`config.mk`:
```
export PLATFORM = sky130hd
export DESIGN_NAME = http_get_request_parser
export DESIGN_NICKNAME = d
export VERILOG_FILES = /design/src/rtl/hgrp_pkg.sv /design/src/rtl/hgrp_step.sv /design/src/rtl/http_get_request_parser.sv
export SDC_FILE = /design/constraint.sdc
export NUM_CORES = 1
export LEC_CHECK = 0
export BUFFER_PORTS_ARGS = -buffer_cell sky130_fd_sc_hd__buf_2
export CORE_ASPECT_RATIO = 1.25
export CORE_MARGIN = 1.5
export CORE_UTILIZATION = 35
export CTS_BUF_LIST = sky130_fd_sc_hd__clkbuf_8
export DETAILED_ROUTE_END_ITERATION = 12
export PLACE_DENSITY_LB_ADDON = 0.05
export SLEW_MARGIN = 20
export SYNTH_ARGS = -nofsm -noshare
export SYNTH_HDL_FRONTEND = slang
export SYNTH_SLANG_ARGS = --single-unit
```
`constraint.sdc`:
```
create_clock -name clk_i -period 4.9 [get_ports clk_i]
set_input_delay 0.98 -clock clk_i [delete_from_list [all_inputs] [get_ports clk_i]]
set_output_delay 0.98 -clock clk_i [all_outputs]
set_load 0.05 [all_outputs]
```
`src/rtl/hgrp_pkg.sv`:
```
// Shared types, constants and character tables for the HTTP GET request parser.
package hgrp_pkg;

  // Field widths fixed by the interface.
  localparam int unsigned ByteW    = 8;
  localparam int unsigned CfgW     = 16;
  localparam int unsigned StatusW  = 2;
  localparam int unsigned HdrCntW  = 8;
  localparam int unsigned MatchW   = 3;
  localparam int unsigned VerTextW = 24;
  localparam int unsigned VerCntW  = 2;

  // Default parameter values and the reset value of the URI limit register.
  localparam int unsigned HeaderCountMaxDef = 255;
  localparam int unsigned UriLimitMaxDef    = 65535;
  localparam logic [CfgW-1:0] MaxUriLengthRst = 16'd2048;

  // Character codes.
  localparam logic [ByteW-1:0] ChCr    = 8'h0D;
  localparam logic [ByteW-1:0] ChLf    = 8'h0A;
  localparam logic [ByteW-1:0] ChTab   = 8'h09;
  localparam logic [ByteW-1:0] ChSpace = 8'h20;
  localparam logic [ByteW-1:0] ChColon = 8'h3A;

  // Match lengths and accepted version strings.
  localparam logic [MatchW-1:0]   MethodLen = 3'd3;
  localparam logic [MatchW-1:0]   ProtoLen  = 3'd5;
  localparam logic [VerCntW-1:0]  VerLen    = 2'd3;
  localparam logic [VerTextW-1:0] Ver10     = 24'h312E30;
  localparam logic [VerTextW-1:0] Ver11     = 24'h312E31;

  typedef enum logic [2:0] {
    PH_METHOD  = 3'd0,
    PH_URI     = 3'd1,
    PH_PROTO   = 3'd2,
    PH_VERSION = 3'd3,
    PH_HEADERS = 3'd4,
    PH_DONE    = 3'd5,
    PH_ERR400  = 3'd6,
    PH_ERR500  = 3'd7
  } phase_e;

  typedef enum logic [StatusW-1:0] {
    ST_BUSY   = 2'd0,
    ST_DONE   = 2'd1,
    ST_BAD    = 2'd2,
    ST_TOOLNG = 2'd3
  } status_e;

  // Parser state carried from one word to the next.
  typedef struct packed {
    phase_e                phase;
    logic [MatchW-1:0]     match_idx;
    logic [CfgW-1:0]       uri_cnt;
    logic [VerTextW-1:0]   ver_text;
    logic [VerCntW-1:0]    ver_cnt;
    logic                  mid_line;
    logic                  colon_seen;
    logic [HdrCntW-1:0]    hdr_cnt;
  } state_t;

  // One result word.
  typedef struct packed {
    status_e               status;
    logic [ByteW-1:0]      uri_byte;
    logic                  uri_valid;
    logic                  version_minor;
    logic [HdrCntW-1:0]    header_lines;
  } result_t;

  localparam state_t StateRst = '{
    phase:      PH_METHOD,
    match_idx:  '0,
    uri_cnt:    '0,
    ver_text:   '0,
    ver_cnt:    '0,
    mid_line:   1'b0,
    colon_seen: 1'b0,
    hdr_cnt:    '0
  };

  // Expected character of "GET" at a given match position.
  function automatic logic [ByteW-1:0] method_char(input logic [MatchW-1:0] idx);
    logic [ByteW-1:0] ch;
    case (idx)
      3'd0:    ch = 8'h47;
      3'd1:    ch = 8'h45;
      3'd2:    ch = 8'h54;
      default: ch = 8'h00;
    endcase
    return ch;
  endfunction

  // Expected character of "HTTP/" at a given match position.
  function automatic logic [ByteW-1:0] proto_char(input logic [MatchW-1:0] idx);
    logic [ByteW-1:0] ch;
    case (idx)
      3'd0:    ch = 8'h48;
      3'd1:    ch = 8'h54;
      3'd2:    ch = 8'h54;
      3'd3:    ch = 8'h50;
      3'd4:    ch = 8'h2F;
      default: ch = 8'h00;
    endcase
    return ch;
  endfunction

  function automatic logic is_blank(input logic [ByteW-1:0] ch);
    return (ch == ChSpace) || (ch == ChTab);
  endfunction

endpackage

```
`src/rtl/hgrp_step.sv`:
```
// Next-state and result logic for one received byte of the request parser.
module hgrp_step #(
  parameter int unsigned HEADER_COUNT_MAX = hgrp_pkg::HeaderCountMaxDef,
  parameter int unsigned URI_LIMIT_MAX    = hgrp_pkg::UriLimitMaxDef
) (
  input  hgrp_pkg::state_t                 cur_i,
  input  logic [hgrp_pkg::ByteW-1:0]       data_byte_i,
  input  logic                             new_request_i,
  input  logic [hgrp_pkg::CfgW-1:0]        max_uri_length_i,
  output hgrp_pkg::state_t                 nxt_o,
  output hgrp_pkg::result_t                res_o
);
  import hgrp_pkg::*;

  // Limits clamped to what the counters can hold.
  localparam logic [CfgW-1:0] UriCap =
    CfgW'((URI_LIMIT_MAX < 65535) ? URI_LIMIT_MAX : 65535);
  localparam logic [HdrCntW-1:0] HdrCap =
    HdrCntW'((HEADER_COUNT_MAX < 255) ? HEADER_COUNT_MAX : 255);

  logic [CfgW-1:0] uri_lim;
  state_t          base;
  state_t          nxt;
  logic [ByteW-1:0] uri_byte;
  logic            uri_valid;
  logic            go;

  assign uri_lim = (max_uri_length_i < UriCap) ? max_uri_length_i : UriCap;

  // Walk the request grammar for one byte.
  always_comb begin
    base      = new_request_i ? StateRst : cur_i;
    nxt       = base;
    uri_byte  = '0;
    uri_valid = 1'b0;
    go        = 1'b1;
    if (data_byte_i != ChCr) begin
      case (base.phase)
        PH_METHOD: begin
          if (base.match_idx < MethodLen && data_byte_i == method_char(base.match_idx)) begin
            if (base.match_idx == MethodLen - 3'd1) begin
              nxt.phase     = PH_URI;
              nxt.match_idx = '0;
            end else begin
              nxt.match_idx = base.match_idx + 3'd1;
            end
          end else begin
            nxt.phase = PH_ERR400;
          end
        end
        PH_URI: begin
          if (is_blank(data_byte_i)) begin
            if (base.uri_cnt != '0) begin
              nxt.phase = PH_PROTO;
            end
          end else if (data_byte_i == ChLf) begin
            nxt.phase = PH_ERR400;
          end else if (base.uri_cnt >= uri_lim) begin
            nxt.phase = PH_ERR500;
          end else begin
            uri_byte    = data_byte_i;
            uri_valid   = 1'b1;
            nxt.uri_cnt = base.uri_cnt + 16'd1;
          end
        end
        PH_PROTO: begin
          if (!(base.match_idx == '0 && is_blank(data_byte_i))) begin
            if (base.match_idx < ProtoLen && data_byte_i == proto_char(base.match_idx)) begin
              nxt.match_idx = base.match_idx + 3'd1;
              if (base.match_idx == ProtoLen - 3'd1) begin
                nxt.phase = PH_VERSION;
              end
            end else begin
              nxt.phase = PH_ERR400;
            end
          end
        end
        PH_VERSION: begin
          if (data_byte_i == ChLf) begin
            if (base.ver_cnt == VerLen && (base.ver_text == Ver10 || base.ver_text == Ver11)) begin
              nxt.phase      = PH_HEADERS;
              nxt.mid_line   = 1'b0;
              nxt.colon_seen = 1'b0;
            end else begin
              nxt.phase = PH_ERR400;
            end
          end else if (base.ver_cnt >= VerLen) begin
            nxt.phase = PH_ERR400;
          end else begin
            nxt.ver_text = {base.ver_text[VerTextW-ByteW-1:0], data_byte_i};
            nxt.ver_cnt  = base.ver_cnt + 2'd1;
          end
        end
        PH_HEADERS: begin
          // Line start: a blank line ends the request, a blank continues a header.
          if (!base.mid_line) begin
            if (data_byte_i == ChLf) begin
              nxt.phase = PH_DONE;
              go        = 1'b0;
            end else if (is_blank(data_byte_i)) begin
              nxt.mid_line = 1'b1;
              go           = 1'b0;
            end else begin
              nxt.colon_seen = 1'b0;
            end
          end
          // One colon per header, continuation lines included.
          if (go && data_byte_i == ChColon) begin
            if (nxt.colon_seen) begin
              nxt.phase = PH_ERR400;
              go        = 1'b0;
            end else begin
              nxt.colon_seen = 1'b1;
            end
          end
          if (go) begin
            if (data_byte_i == ChLf) begin
              nxt.mid_line = 1'b0;
              if (base.hdr_cnt < HdrCap) begin
                nxt.hdr_cnt = base.hdr_cnt + 8'd1;
              end
            end else begin
              nxt.mid_line = 1'b1;
            end
          end
        end
        default: begin
        end
      endcase
    end
  end

  // Result word built from the updated state.
  always_comb begin
    res_o.uri_byte      = uri_byte;
    res_o.uri_valid     = uri_valid;
    res_o.version_minor = (nxt.ver_text == Ver11);
    res_o.header_lines  = nxt.hdr_cnt;
    case (nxt.phase)
      PH_DONE:   res_o.status = ST_DONE;
      PH_ERR400: res_o.status = ST_BAD;
      PH_ERR500: res_o.status = ST_TOOLNG;
      default:   res_o.status = ST_BUSY;
    endcase
  end

  assign nxt_o = nxt;

endmodule

```
`src/rtl/http_get_request_parser.sv`:
```
// Top level of the HTTP GET request parser: state, limit register and result register.
// The parser takes one request byte per word and returns one result word for each,
// in the cycle after the byte is taken. The parse state is updated when the byte is
// taken and the result goes to an output register, so in_ready_o stays high while
// that register is empty or is being drained in the same cycle. The sustained rate
// is one byte per cycle while the receiver takes every result word. Raise new_request_i
// with the first byte of a connection to restart the parser. max_uri_length is written
// through cfg_we_i and cfg_wdata_i and resets to 2048.
module http_get_request_parser #(
  parameter int unsigned HEADER_COUNT_MAX = hgrp_pkg::HeaderCountMaxDef,
  parameter int unsigned URI_LIMIT_MAX    = hgrp_pkg::UriLimitMaxDef
) (
  input  logic                           clk_i,
  input  logic                           rst_ni,
  // Configuration.
  input  logic                           cfg_we_i,
  input  logic [hgrp_pkg::CfgW-1:0]      cfg_wdata_i,
  // Input channel.
  input  logic                           in_valid_i,
  output logic                           in_ready_o,
  input  logic [hgrp_pkg::ByteW-1:0]     data_byte_i,
  input  logic                           new_request_i,
  // Output channel.
  output logic                           out_valid_o,
  input  logic                           out_ready_i,
  output logic [hgrp_pkg::StatusW-1:0]   status_o,
  output logic [hgrp_pkg::ByteW-1:0]     uri_byte_o,
  output logic                           uri_valid_o,
  output logic                           version_minor_o,
  output logic [hgrp_pkg::HdrCntW-1:0]   header_lines_o
);
  import hgrp_pkg::*;

  logic [CfgW-1:0] max_uri_q;
  state_t          state_q;
  state_t          state_d;
  result_t         res_d;
  result_t         res_q;
  logic            out_valid_q;
  logic            in_fire;

  assign in_ready_o = !out_valid_q || out_ready_i;
  assign in_fire    = in_valid_i && in_ready_o;

  hgrp_step #(
    .HEADER_COUNT_MAX(HEADER_COUNT_MAX),
    .URI_LIMIT_MAX   (URI_LIMIT_MAX)
  ) u_step (
    .cur_i           (state_q),
    .data_byte_i     (data_byte_i),
    .new_request_i   (new_request_i),
    .max_uri_length_i(max_uri_q),
    .nxt_o           (state_d),
    .res_o           (res_d)
  );

  // URI length limit register.
  always_ff @(posedge clk_i or negedge rst_ni) begin
    if (!rst_ni) begin
      max_uri_q <= MaxUriLengthRst;
    end else if (cfg_we_i) begin
      max_uri_q <= cfg_wdata_i;
    end
  end

  // Parse state advances on each accepted word.
  always_ff @(posedge clk_i or negedge rst_ni) begin
    if (!rst_ni) begin
      state_q <= StateRst;
    end else if (in_fire) begin
      state_q <= state_d;
    end
  end

  // Output valid flag.
  always_ff @(posedge clk_i or negedge rst_ni) begin
    if (!rst_ni) begin
      out_valid_q <= 1'b0;
    end else if (in_fire) begin
      out_valid_q <= 1'b1;
    end else if (out_ready_i) begin
      out_valid_q <= 1'b0;
    end
  end

  // Result payload register.
  always_ff @(posedge clk_i) begin
    if (in_fire) begin
      res_q <= res_d;
    end
  end

  assign out_valid_o     = out_valid_q;
  assign status_o        = res_q.status;
  assign uri_byte_o      = res_q.uri_byte;
  assign uri_valid_o     = res_q.uri_valid;
  assign version_minor_o = res_q.version_minor;
  assign header_lines_o  = res_q.header_lines;

endmodule

```
# Word-level counts from Yosys, hierarchy flattened
# Index checks and enable logic that the tools add are counted.
dict set report word_totals {
  reg_bits 95
  latch_bits 0
  ram_bits 0
  mem_bits_ro 0
  memories 0
}
dict set report classes {
  add_sub_neg 4
  n_mul 0
  div_mod_pow 0
  order_cmp 6
  n_eq_ne 22
  shifts 0
  mux 67
  bitwise 2
  reduce_logical 17
}
# op n
set op_table {}
lappend op_table {{$mux 58} 2}
lappend op_table {{$mux 16} 5}
lappend op_table {{$mux 26} 3}
lappend op_table {{$eq 24x22->1 const B} 3}
lappend op_table {{$mux 8} 9}
lappend op_table {{$mux 3} 17}
lappend op_table {{$pmux 7 s4} 1}
lappend op_table {{$pmux 7 s3} 1}
lappend op_table {{$mux 1} 17}
lappend op_table {{$add 16x1->16 const B} 1}
lappend op_table {{$eq 8x4->1 const B} 2}
lappend op_table {{$eq 8x6->1 const B} 2}
lappend op_table {{$eq 8x8->1} 2}
lappend op_table {{$ge 16x16->1} 1}
lappend op_table {{$lt 16x16->1 const B} 1}
lappend op_table {{$reduce_bool 16->1} 1}
lappend op_table {{$eq 3x3->1 const B} 5}
lappend op_table {{$pmux 3 s5} 1}
lappend op_table {{$mux 2} 7}
lappend op_table {{$eq 3x2->1 const B} 4}
lappend op_table {{$add 8x1->8 const B} 1}
lappend op_table {{$lt 8x8->1 const B} 1}
lappend op_table {{$ne 8x4->1 const B} 1}
lappend op_table {{$eq 3x1->1 const B} 2}
lappend op_table {{other kinds (19)} 28}

# Longest topological paths before layout
dict set report depth {
  word_depth 16
  depth_mapped 14
  mapped_depth_nobuf 12
}

# Cells and area by module
# From an unflattened synthesis, not the netlist that was laid out.
dict set report hier_totals {
  hier_cells 617
  area_unflattened_um2 6130.9
}
# mod instances cells_each area_per_inst_um2 seq_area_each_um2
set by_module_without_submodules {}
lappend by_module_without_submodules {http_get_request_parser 1 181 3433.3 2478.6}
lappend by_module_without_submodules {hgrp_step 1 436 2697.6 0.0}

# Worst setup path after synthesis
# No wires, ideal clock.
dict set report synth_timing {
  kind {input-to-reg}
  start {input new_request_i}
  end {register state_q[46] (netlist bit)}
  setup_ns 0.080
  arrival_time_ns 4.088
  setup_slack_ns 0.732
  stages 14
  path_buffers 4
  cell_sequence {clkbuf_1 -> clkbuf_1 -> clkbuf_1 -> nor2b_1 -> inv_1 -> ha_1 -> nand2b_4 -> a2111o_1 -> a32oi_1 -> o211ai_1 -> or4_4 -> buf_6 -> nor3_2 -> xnor2_1}
}
dict set report synth_via {
  elab_chain_cells 7
  elab_cells_between_ends 9
  classes_between {add/sub (1); order compare (1); eq/ne (1); mux (6)}
}
# item line
set synth_lines {}
lappend synth_lines {{from (decl)} http_get_request_parser.sv:22} ;# input logic new_request_i,
lappend synth_lines {{$mux 58 *} hgrp_step.sv:32} ;# base = new_request_i ? StateRst : cur_i;
lappend synth_lines {{$add 16x1->16 or $ge 16x16->1 (tied branches)} {hgrp_step.sv:63, hgrp_step.sv:58}}
lappend synth_lines {{$mux 16} hgrp_step.sv:58} ;# end else if (base.uri_cnt >= uri_lim) begin
lappend synth_lines {{$mux 16} hgrp_step.sv:56} ;# end else if (data_byte_i == ChLf) begin
lappend synth_lines {{$mux 16} hgrp_step.sv:52} ;# if (is_blank(data_byte_i)) begin
lappend synth_lines {{$mux 16} hgrp_step.sv:38} ;# case (base.phase)
lappend synth_lines {{$mux 58 *} hgrp_step.sv:37} ;# if (data_byte_i != ChCr) begin
lappend synth_lines {{to (signal assigned)} http_get_request_parser.sv:69} ;# state_q <= StateRst;
lappend synth_lines {{to (signal assigned)} http_get_request_parser.sv:71} ;# state_q <= state_d;
lappend synth_lines {{to (decl)} http_get_request_parser.sv:35} ;# state_t state_q;
# Every way passes the cells marked *; elsewhere a longest branch is shown, timed or not.
# A chain may end at the register's enable or synchronous reset.

==> qor.csv <==
metric,value,unit
status,finished clean,
rows,52,
grt_max_degree,54,
worst_pin_slew,0.753,ns
globalRouteOverflowTotal,0,
num_io_pins,52,
dieArea,17100,sq um
core,16100,sq um
cts-hold-fix-buffers,0,
synthFlopType,dfrtp_1,
period_share,77.3,%
diodes,0,
avgViaCountPerCell,5.33,
end_kind,flop,
ys_ff_latch,95,
reg2reg_depth,10,
cts-resized-gates,0,
start_kind,input pin,
path_cells,buf_2 -> buf_4 -> nor2b_1 -> inv_1 -> ha_1 -> or3_1 -> a2111oi_0 -> a31o_2 -> nand4_1 -> a222oi_1 -> a21oi_1 -> a21boi_0,
synth.avg_cell_area,9.31,sq um
crit_family,compound AO/OA/AOI/OAI gates,
dp_hpwl,10.7,mm
wl,15.1,mm
wl_met1,6.70,mm
port_buffers,51,
min_path_type,flop to flop,
htree_levels,3,
path_class,input pin to flop,
cp_slowest_cell,a2111oi_0,
worst-path-buf-inv,3,
syn2layout_area_growth,10.6,%
drv_cap,0,
clk_latency,0.39,ns
die_y,146,um
clockBufferDepth,2,
yosysUniqueCellTypes,81,
wl_per_cell,17.3,um
min_from,max_uri_q[11]$_DFFE_PN1P_,
met2WireLength,7.60,mm
yosysWarnings,0,
synthCells,615,
gp_congestion,0.831,
power_leakage,2.63,nW
grt_pass1_vias,4530,
arrival,3.92,ns
synth_top_area_share,32.3,%
power_density,256,nW/um^2
pre_cts_slack,0.773,ns
r2r-start,state_q[36]$_DFFE_PN0P_,
drtPass1Iterations,5,
whs_path_depth,2,
yosysTopAreaCell,dfrtp_1,
grt_setup_unrepaired,false,
start_util,35.5,%
syn_nets,669,
nets,705,
cts_made_buffers,9,
vdd_drop_max,0.0988,mV
holdPathEnd,max_uri_q[11]$_DFFE_PN1P_,
vias,4644,
r2r_setup_slack,1.36,ns
drc,0,
cts_tree,yes,
yosys-top-cells-area,"dfrtp_1 (32%), edfxtp_1 (10%), nand2_1 (6.0%)",
synth_edf_count,20,
crit_required,5.03,ns
worstReg2RegEnd,uri_byte_o[5]$_SDFFCE_PP0P_,
max_freq,264,MHz
synthArstFlopShare,78.9,%
clk_pin_slew,0.10,ns
grt_util_all_layers,18.2,%
antenna_left,0,
n_fill_cell,1682,
drive_gt1_share,16.0,%
setup_ws,1.11,ns
period_minus_slack,3.79,ns
finClkSkew,0.0169,ns
syn_area,5730,sq um
placed_cell_area,6160,sq um
clockRootBuffer,clkbuf_8,
hold_viol,0,
grt_pass1_wl,24.4,mm
relSlewSlack,49.4,%
final-setup-viol-count,0,
cts_sinks,95,
dr.max_layer_used,met4,
wl_met3,405,um
tns,0,ns
ys_seq_area_share,43.3,%
die_x,117,um
drt-initial-drc-count,376,
antenna_found_initial,0,
postCtsSetupRepairBufs,0,
cpPeakStageDelay,0.40,ns
crit_fanout,10,
slew_violations,0,
final_cell_area,6330,sq um
-- worst register-to-register path: stages (launching register included) --
cell and delay (ns):
dfrtp_1 0.55, nor2b_1 0.35, inv_1 0.14, ha_1 0.31
nand2b_4 0.13, a2111o_1 0.39, a32oi_1 0.19, o211ai_1 0.22
nor3_1 0.68, buf_4 0.29, and2_1 0.14
-- sequential cells by signal (all words and copies together), names as in the netlist --
signal	count
state_q	58
max_uri_q	16
header_lines_o	8
uri_byte_o	8
status_o	2
out_valid_o	1
uri_valid_o	1
version_minor_o	1
-- cells in the mapped netlist (all sizes together), types with 6 or more instances --
| cell | number |
|---|---|
| mux2i | 6 |
| a22oi | 16 |
| a21oi | 19 |
| nand3 | 10 |
| nor2b | 23 |
| a22o | 10 |
| o21ai | 58 |
| buf | 11 |
| nor3 | 24 |
| nand4 | 12 |
| nor2 | 36 |
| clkbuf | 24 |
| nand2 | 91 |
| dfrtp | 74 |
| inv | 26 |
| and2 | 11 |
| ha | 24 |
| xnor2 | 17 |
| nor4 | 8 |
| edfxtp | 20 |
-- layout make-up --
| type | instances | area [sq um] | share of cell area, % |
|---|---|---|---|
| inverters | 28 | 105 | 1.66 |
| clock buffers | 9 | 124 | 1.96 |
| clock inverters | 7 | 52.6 | 0.830 |
| repair buffers | 61 | 333 | 5.25 |
| multi-input cells | 456 | 2970 | 46.9 |
| flip-flops and latches | 95 | 2480 | 39.1 |
| well taps | 216 | 270 | 4.27 |
-- through the flow --
step | cells | utilization, % | hold slack, ns | power [mW]
after floorplan | 615 | - | 0.463 | 1.05
after global placement | 856 | 38.2 | 0.487 | 1.13
after detailed placement | 856 | 38.2 | 0.496 | 1.13
after CTS | 872 | 39.3 | 0.525 | 1.65
after global routing | 872 | 39.3 | 0.547 | 1.71
final | 872 | 39.3 | 0.520 | 1.62
-- metal layers --
metal | vias up | global-route usage (%)
met1 | 2273 | 23.1
met3 | 18 | 2.27
li1 | 2261 | -
met2 | 92 | 31.6
met5 | - | 0
met4 | 0 | 7.04
-- cells by family after synthesis --
kind of cell | Yosys count | synth area share (%)
mux | 11 | 2.03
buf+inv | 64 | 4.85
compound gates | 146 | 17.4
fa+ha+maj | 24 | 5.24
xor+xnor | 22 | 3.36
simple gates | 253 | 23.8
flops | 95 | 43.3
-- worst max-delay path by stage --
stage / from / endpoint / slack, ns / cells after the start
finish: new_request_i / status_o[1]$_DFFE_PP_ / 1.11 / 12
detailed placement: new_request_i / status_o[1]$_DFFE_PP_ / 0.77 / 12
floorplan: new_request_i / state_q[46]$_DFFE_PN0P_ / 0.73 / 14
CTS: new_request_i / status_o[1]$_DFFE_PP_ / 1.20 / 12
global placement: new_request_i / status_o[1]$_DFFE_PP_ / 0.86 / 12
global route: new_request_i / status_o[1]$_DFFE_PP_ / 0.94 / 12
-- placed cells by master (no fill, tap or decap), types with 12 or more instances in the layout --
cell type and n:
ha_1 24, nor3_1 17, inv_1 27, nor2b_1 23, nand2_1 91, a22oi_1 16, edfxtp_1 20, xnor2_1 17
buf_2 50, nor2_1 36, nand4_1 12, a21oi_1 19, o21ai_0 58, dfrtp_1 74
-- report_power, final --
part / switching, mW / leakage [nW] / internal [mW]
registers: 0.0380 / 1.20 / 0.844
logic: 0.156 / 1.33 / 0.0775
clock network: 0.314 / 0.0981 / 0.192
total: 0.508 / 2.63 / 1.11
(Power assumes the default switching activity.)
